File: src/hdl/r250_r521_combined_gfsr_unit_assert.svh
// assertion macros shared by the generator modules
`ifndef R250_R521_COMBINED_GFSR_UNIT_ASSERT_SVH
`define R250_R521_COMBINED_GFSR_UNIT_ASSERT_SVH

// same-cycle implication, sampled on the rising clock edge
`define RRG_ASSERT_NOW(label, ante, cons) \
    label: assert property (@(posedge i_clk) disable iff (!i_rst_n) (ante) |-> (cons)) \
        else $error("rrg same-cycle check failed");

// next-cycle implication
`define RRG_ASSERT_NEXT(label, ante, cons) \
    label: assert property (@(posedge i_clk) disable iff (!i_rst_n) (ante) |=> (cons)) \
        else $error("rrg next-cycle check failed");

`endif

File: src/hdl/rrg_pkg.sv
package rrg_pkg;

    localparam int WORD_W      = 31;
    localparam int SHORT_AW    = 8;
    localparam int LONG_AW     = 10;
    localparam int FILL_W      = 10;
    localparam int SHORT_DEPTH = 250;
    localparam int LONG_DEPTH  = 521;
    localparam int FILL_TOTAL  = 771;
    localparam int SHORT_LAG   = 147;
    localparam int SHORT_FWD   = 103;
    localparam int LONG_LAG    = 353;
    localparam int LONG_FWD    = 168;
    localparam int SHORT_STEP  = 7;
    localparam int LONG_STEP   = 13;
    localparam int DIAG_COUNT  = 31;

    localparam logic [WORD_W-1:0] TOP_BIT   = 31'h4000_0000;
    localparam logic [WORD_W-1:0] WORD_MASK = 31'h7FFF_FFFF;

    typedef enum logic {
        OP_LOAD = 1'b0,
        OP_GEN  = 1'b1
    } t_op;

    // one request as issued to the table stage
    typedef struct packed {
        logic                gen;
        logic                ld_short;
        logic                ld_long;
        logic [SHORT_AW-1:0] s_addr;
        logic [SHORT_AW-1:0] s_lag;
        logic [LONG_AW-1:0]  l_addr;
        logic [LONG_AW-1:0]  l_lag;
        logic [WORD_W-1:0]   word;
    } t_issue;

    // force the diagonal bit pattern on slots step*i+3, i below 31
    function automatic logic [WORD_W-1:0] diag_fix(input logic [WORD_W-1:0] word,
                                                   input logic [FILL_W-1:0] k,
                                                   input int step);
        logic [WORD_W-1:0] res;
        res = word;
        for (int i = 0; i < DIAG_COUNT; i++) begin
            if (k == FILL_W'(step * i + 3)) begin
                res = (word & (WORD_MASK >> i)) | (TOP_BIT >> i);
            end
        end
        return res;
    endfunction

endpackage

File: src/hdl/rrg_ctrl.sv
`include "r250_r521_combined_gfsr_unit_assert.svh"

module rrg_ctrl (
    input  logic                         i_clk,
    input  logic                         i_rst_n,
    input  logic                         i_accept,
    input  rrg_pkg::t_op                 i_op,
    input  logic [rrg_pkg::WORD_W-1:0]   i_seed,
    output rrg_pkg::t_issue              o_issue
);
    import rrg_pkg::*;

    logic [FILL_W-1:0]   r_fill, n_fill;
    logic [SHORT_AW-1:0] r_sp, n_sp;
    logic [LONG_AW-1:0]  r_lp, n_lp;

    logic [FILL_W-1:0]   p;
    logic [FILL_W-1:0]   k;
    logic                full;
    logic                is_short;
    logic [WORD_W-1:0]   fix_short;
    logic [WORD_W-1:0]   fix_long;

    always_comb begin
        full      = (r_fill >= FILL_W'(FILL_TOTAL));
        p         = full ? '0 : r_fill;
        is_short  = (p < FILL_W'(SHORT_DEPTH));
        k         = p - FILL_W'(SHORT_DEPTH);
        fix_short = diag_fix(i_seed, p, SHORT_STEP);
        fix_long  = diag_fix(i_seed, k, LONG_STEP);

        o_issue = '0;
        n_fill  = r_fill;
        n_sp    = r_sp;
        n_lp    = r_lp;

        case (i_op)
            OP_LOAD: begin
                o_issue.ld_short = is_short;
                o_issue.ld_long  = !is_short;
                o_issue.s_addr   = p[SHORT_AW-1:0];
                o_issue.l_addr   = k;
                o_issue.word     = is_short ? fix_short : fix_long;
                n_fill           = p + FILL_W'(1);
                if (p == '0) begin
                    n_sp = '0;
                    n_lp = '0;
                end
            end
            OP_GEN: begin
                // generate before both tables are full is dropped
                if (full) begin
                    o_issue.gen    = 1'b1;
                    o_issue.s_addr = r_sp;
                    o_issue.s_lag  = (r_sp >= SHORT_AW'(SHORT_LAG)) ?
                                     r_sp - SHORT_AW'(SHORT_LAG) :
                                     r_sp + SHORT_AW'(SHORT_FWD);
                    o_issue.l_addr = r_lp;
                    o_issue.l_lag  = (r_lp >= LONG_AW'(LONG_LAG)) ?
                                     r_lp - LONG_AW'(LONG_LAG) :
                                     r_lp + LONG_AW'(LONG_FWD);
                    n_sp = (r_sp >= SHORT_AW'(SHORT_DEPTH - 1)) ? '0 : r_sp + SHORT_AW'(1);
                    n_lp = (r_lp >= LONG_AW'(LONG_DEPTH - 1)) ? '0 : r_lp + LONG_AW'(1);
                end
            end
            default: begin
                o_issue = '0;
            end
        endcase
    end

    always_ff @(posedge i_clk) begin
        if (!i_rst_n) begin
            r_fill <= '0;
            r_sp   <= '0;
            r_lp   <= '0;
        end else if (i_accept) begin
            r_fill <= n_fill;
            r_sp   <= n_sp;
            r_lp   <= n_lp;
        end
    end

    `RRG_ASSERT_NOW(a_sp_range, 1'b1, r_sp < SHORT_AW'(SHORT_DEPTH))
    `RRG_ASSERT_NOW(a_lp_range, 1'b1, r_lp < LONG_AW'(LONG_DEPTH))
    `RRG_ASSERT_NEXT(a_fill_cap, r_fill == FILL_W'(FILL_TOTAL) && !(i_accept && i_op == OP_LOAD),
                     r_fill == FILL_W'(FILL_TOTAL))

endmodule

File: config.mk
export PLATFORM = sky130hd
export DESIGN_NAME = rrg_ctrl
export DESIGN_NICKNAME = d
export VERILOG_FILES = /design/src/hdl/rrg_pkg.sv /design/src/hdl/rrg_ctrl.sv
export VERILOG_INCLUDE_DIRS = /design/src /design/src/hdl
export SDC_FILE = /design/constraint.sdc
export NUM_CORES = 1
export LEC_CHECK = 0
export BUFFER_PORTS_ARGS = -buffer_cell sky130_fd_sc_hd__buf_4
export CAP_MARGIN = 20
export CORE_ASPECT_RATIO = 1.75
export CORE_MARGIN = 4
export CORE_UTILIZATION = 45
export CTS_CLUSTER_DIAMETER = 100
export DETAILED_ROUTE_END_ITERATION = 16
export PLACE_DENSITY_LB_ADDON = 0.3
export SLEW_MARGIN = 40
export SYNTH_ARGS = -nofsm -noshare
export SYNTH_HDL_FRONTEND = slang
export SYNTH_SLANG_ARGS = --single-unit
File: constraint.sdc
create_clock -name i_clk -period 5.5 [get_ports i_clk]
set_input_delay 0 -clock i_clk [delete_from_list [all_inputs] [get_ports i_clk]]
set_output_delay 0 -clock i_clk [all_outputs]
set_load 0.02 [all_outputs]
==> results by group <==
Timing
  • Slew of the pin with the lowest slew margin: 0.859 ns
  • Post-layout worst setup margin: ~0.52 ns
  • Normalized max-slew margin: 0.422
  • Total Negative Setup Slacks: 0 ns
  • Timing-limited maximum frequency: 201 MHz
  • Setup violators final: 0
  • Clock skew after layout: between 0.0015 and 0.002 ns
  • Time the worst path needs with I/O delays and setup: ~5 ns
  • Portion of the clock cycle consumed by the worst path in the final layout: 0.905
  • Worst Hold Margin: around 0.17 ns
  • Final-report max-slew violation count: 0
  • Unrepaired setup endpoints after global routing: false
  • Hold Violations, Final: 0

Power and ir drop
  • IR Drop Worst-Case VDD: 0.208 mV
  • Sequential share of power: 0.360
  • Internal Pwr Total: roughly 400 uW
  • Lkg Pwr: roughly 2.4 nW
  • Pwr/cell area: between 90 and 100 mW/mm^2
  • Proportion of power drawn by the clock network: 0.325
  • Share of total power consumed by net switching: 0.323
  • Total net switching power: roughly 190 uW
  • Combinational share of power: 0.315

Cells and area
  • Final cell utilization of the core: 0.552
  • Share of final-layout standard cells stronger than drive strength 1: 0.197
  • Number of nets in the layout: 934
  • Sequential cell area: about 560 sq um
  • Post-route cell area: slightly above 0.006 sq mm
  • Area Growth Syn to Fin: 20.1%
  • Multi-input logic area: 0.00421 sq mm
  • FILL cells: around 1100
  • Antenna diode instance count: 0

Yosys
  • Number of cells produced by synthesis: 802
  • Number of synthesized register bits: 28
  • Area share of the largest cell type after synthesis: 0.109
  • Post-Syn Area: a little over 0.005 sq mm
  • Number of enable flip-flop cells after synthesis: 0
  • Dominant cell type by area after synthesis: sky130_fd_sc_hd__dfxtp_1
  • Share of synthesized flip-flops with an asynchronous set or reset: 0
  • Mean cell area of the mapped netlist: between 6 and 7 sq um
  • Main flop type after synthesis: sky130_fd_sc_hd__dfxtp_1
  • Sequential fraction of the synthesis area: 0.109
  • Mapped Nets: approximately 850
  • Number of warnings reported in the yosys synthesis log: 0
  • Top cells by area in the synthesized netlist: sky130_fd_sc_hd__dfxtp_1 (11%), sky130_fd_sc_hd__nor2_1 (7.3%), sky130_fd_sc_hd__nand2_1 (6.7%), sky130_fd_sc_hd__o21ai_0 (4.7%), sky130_fd_sc_hd__a21oi_1 (4.6%)
  • Yosys cell types: 77

GRT
  • Total global routing track utilization: 0.381
  • Largest net degree at the start of global routing: 34
  • GR met2 Demand/Resource: 0.658
  • Routing layer with the top usage in global route: met2
  • Vias in the first global route: 6736
  • First-pass GRT wire length: ~38 mm
  • Overflow after GRT: 0
  • Met3 track utilization from global routing: 0.0625
  • Number of antenna violations at the first check in global routing: 1
  • Met1 track demand over resource: 0.392

Clock tree
  • Cells resized by post-CTS repair: 0
  • Max H-tree Level: 1
  • Insertion delay to the later sink of the worst-skew pair: 0.27 ns
  • Post-CTS setup buffers: 0
  • Hold_buf cts: 0
  • Clock Pin Slew Worst Setup and Hold Paths: 0.07 ns
  • Clock root buffer master: sky130_fd_sc_hd__clkbuf_16
  • Maximum count of clock buffers along a single path: 2
  • CTS Sinks: 28
  • Clock tree from TritonCTS: built
  • Inserted Clock Buffers: 3

Critical path
  • Required time at the endpoint of the critical path: approximately 5.5 ns
  • Setup CP Type: register to output pin
  • Sort of element at the end of the critical path: output pin
  • Launching element type of the critical path: register
  • Register-to-register setup slack: ~1.7 ns
  • Maximum net fanout on the critical path: 18
  • Arrival time at the worst endpoint: around 5.0 ns

Floorplan
  • Die height: 149 um
  • Placement Rows: 51
  • Top-Level Pins: ~110
  • Initial Utilization: 0.460
  • Die area: between 0.01 and 0.015 sq mm
  • Placeable core area: between 0.01 and 0.015 sq mm
  • Die outline width: about 90 um

Hold path
  • Type of the worst min-delay path: input pin to register

Drt
  • DRT antenna net count: 0
  • 1st-iter DRT viols: ~700
  • Pre-antenna DRT Iters: 6
  • Routed length per instance: 25.0 um
  • Via count normalized by instance count: a little under 7
  • DRC violations left: 0
  • Total Wirelength: between 20 and 30 mm
  • Overall via count from detail_route: 7040

Placed design
  • Dpl cell area: 0.00607 sq mm
  • HPWL Detailed: around 20 mm
  • Last weighted congestion value of the routability-driven placer: around 1.1
  • Post-placement worst setup slack: approximately 0.95 ns
  • I/O Buffers: between 100 and 150

Outcome
  • Run status: finished clean

Flow run
  • Number of violations of the max-capacitance limit: 0
==> cell usage in the layout, fill, tap and decap left out, types with 5 or more instances in the layout <==
cell type	instances
sky130_fd_sc_hd__buf_4	137
sky130_fd_sc_hd__nor2_1	100
sky130_fd_sc_hd__nand2_1	91
sky130_fd_sc_hd__o21ai_0	48
sky130_fd_sc_hd__a21oi_1	47
sky130_fd_sc_hd__nand3_1	38
sky130_fd_sc_hd__nor3_1	37
sky130_fd_sc_hd__inv_1	28
sky130_fd_sc_hd__dfxtp_1	28
sky130_fd_sc_hd__nor4_1	25
sky130_fd_sc_hd__xnor2_1	21
sky130_fd_sc_hd__o211ai_1	15
sky130_fd_sc_hd__ha_1	15
sky130_fd_sc_hd__nand2b_1	13
sky130_fd_sc_hd__xor2_1	13
sky130_fd_sc_hd__and2_1	12
sky130_fd_sc_hd__and3_1	12
sky130_fd_sc_hd__nand4_1	10
sky130_fd_sc_hd__a31oi_1	9
sky130_fd_sc_hd__o31ai_1	8
sky130_fd_sc_hd__o32ai_1	8
sky130_fd_sc_hd__nor2b_1	8
sky130_fd_sc_hd__or2_2	8
sky130_fd_sc_hd__or4_1	8
sky130_fd_sc_hd__or3_1	7
sky130_fd_sc_hd__a21boi_0	7
sky130_fd_sc_hd__o2111ai_1	7
sky130_fd_sc_hd__o21a_1	6
sky130_fd_sc_hd__mux2i_1	6
sky130_fd_sc_hd__a211oi_1	6
sky130_fd_sc_hd__o22ai_1	6
sky130_fd_sc_hd__a22o_1	6
sky130_fd_sc_hd__a221o_1	6
sky130_fd_sc_hd__o221ai_1	5
sky130_fd_sc_hd__mux2_2	5
==> layout make-up <==
cell class / instances / share of cell area
clock buffers: 4 / 0.0144
inverters: 28 / 0.0170
multi-input cells: 685 / 0.683
flip-flops and latches: 28 / 0.0909
well taps: 132 / 0.0268
repair buffers: 138 / 0.168
==> Yosys cell counts, drive strengths merged, types with 10 or more instances <==
| master | instances |
|---|---|
| xor2 | 13 |
| o211ai | 15 |
| nand4 | 11 |
| nor3 | 37 |
| and2 | 12 |
| a31oi | 10 |
| nor2 | 100 |
| nor4 | 27 |
| ha | 15 |
| and3 | 12 |
| nand3 | 38 |
| dfxtp | 28 |
| clkbuf | 43 |
| o21ai | 50 |
| inv | 28 |
| xnor2 | 21 |
| nand2 | 92 |
| a21oi | 47 |
| buf | 18 |
| nand2b | 13 |
==> path summary, 6_finish.rpt <==
kind | endpoint | cells after the start | startpoint
setup / recovery | o_issue[29] | 14 | r_fill[4]
hold / removal | r_sp[2] | 3 | i_rst_n
setup reg to reg | r_lp[7] | 15 | r_fill[3]
hold reg to reg | r_lp[1] | 2 | r_lp[1]
==> kinds of logic after synthesis <==
group / Yosys count / synth area share
xor+xnor: 34 / 0.0580
buf+inv: 89 / 0.0712
flops: 28 / 0.109
simple gates: 401 / 0.402
compound gates: 224 / 0.300
mux: 11 / 0.0227
fa+ha+maj: 15 / 0.0366
==> per-layer routing <==
layer | vias up | wire, um | part of all wire
met3 | 166 | 2040 | 0.080
li1 | 3136 | - | -
met4 | 2 | 2610 | 0.10
met2 | 492 | 12300 | 0.49
met5 | - | 22 | 0.00087
met1 | 3244 | 8380 | 0.33
==> through the flow <==
| stage | power (mW) | cells |
|---|---|---|
| final | 0.575 | 1015 |
| after global routing | 0.596 | 1015 |
| after CTS | 0.574 | 1014 |
| after detailed placement | 0.387 | 1010 |
| after global placement | 0.388 | 1010 |
| after floorplan | 0.307 | 802 |
==> power by group through the flow <==
stage	Combinational, mW	Sequential (mW)	Clock (mW)
after global placement	0.176	0.212	0
after global routing	0.192	0.207	0.196
after CTS	0.177	0.207	0.191
after detailed placement	0.175	0.212	0
final	0.181	0.207	0.187
after floorplan	0.0961	0.211	0
==> critical path, cell delays in order, from the launching register on <==
cell and delay [ns]:
sky130_fd_sc_hd__dfxtp_1 0.32, sky130_fd_sc_hd__nor4_2 0.39, sky130_fd_sc_hd__a31o_2 0.36, sky130_fd_sc_hd__nand2_1 0.15, sky130_fd_sc_hd__ha_1 0.35, sky130_fd_sc_hd__and3b_1 0.31
sky130_fd_sc_hd__mux2i_1 0.43, sky130_fd_sc_hd__o2111ai_1 0.41, sky130_fd_sc_hd__or2_2 0.43, sky130_fd_sc_hd__a31oi_1 0.52, sky130_fd_sc_hd__nor4_4 0.11, sky130_fd_sc_hd__buf_4 0.24
sky130_fd_sc_hd__and3_1 0.18, sky130_fd_sc_hd__a221o_1 0.34, sky130_fd_sc_hd__buf_4 0.16
==> sequential cells by signal, indices dropped and copies added (netlist names) <==
register	count
r_sp	8
r_lp	10
r_fill	10
(Power assumes the default switching activity.)
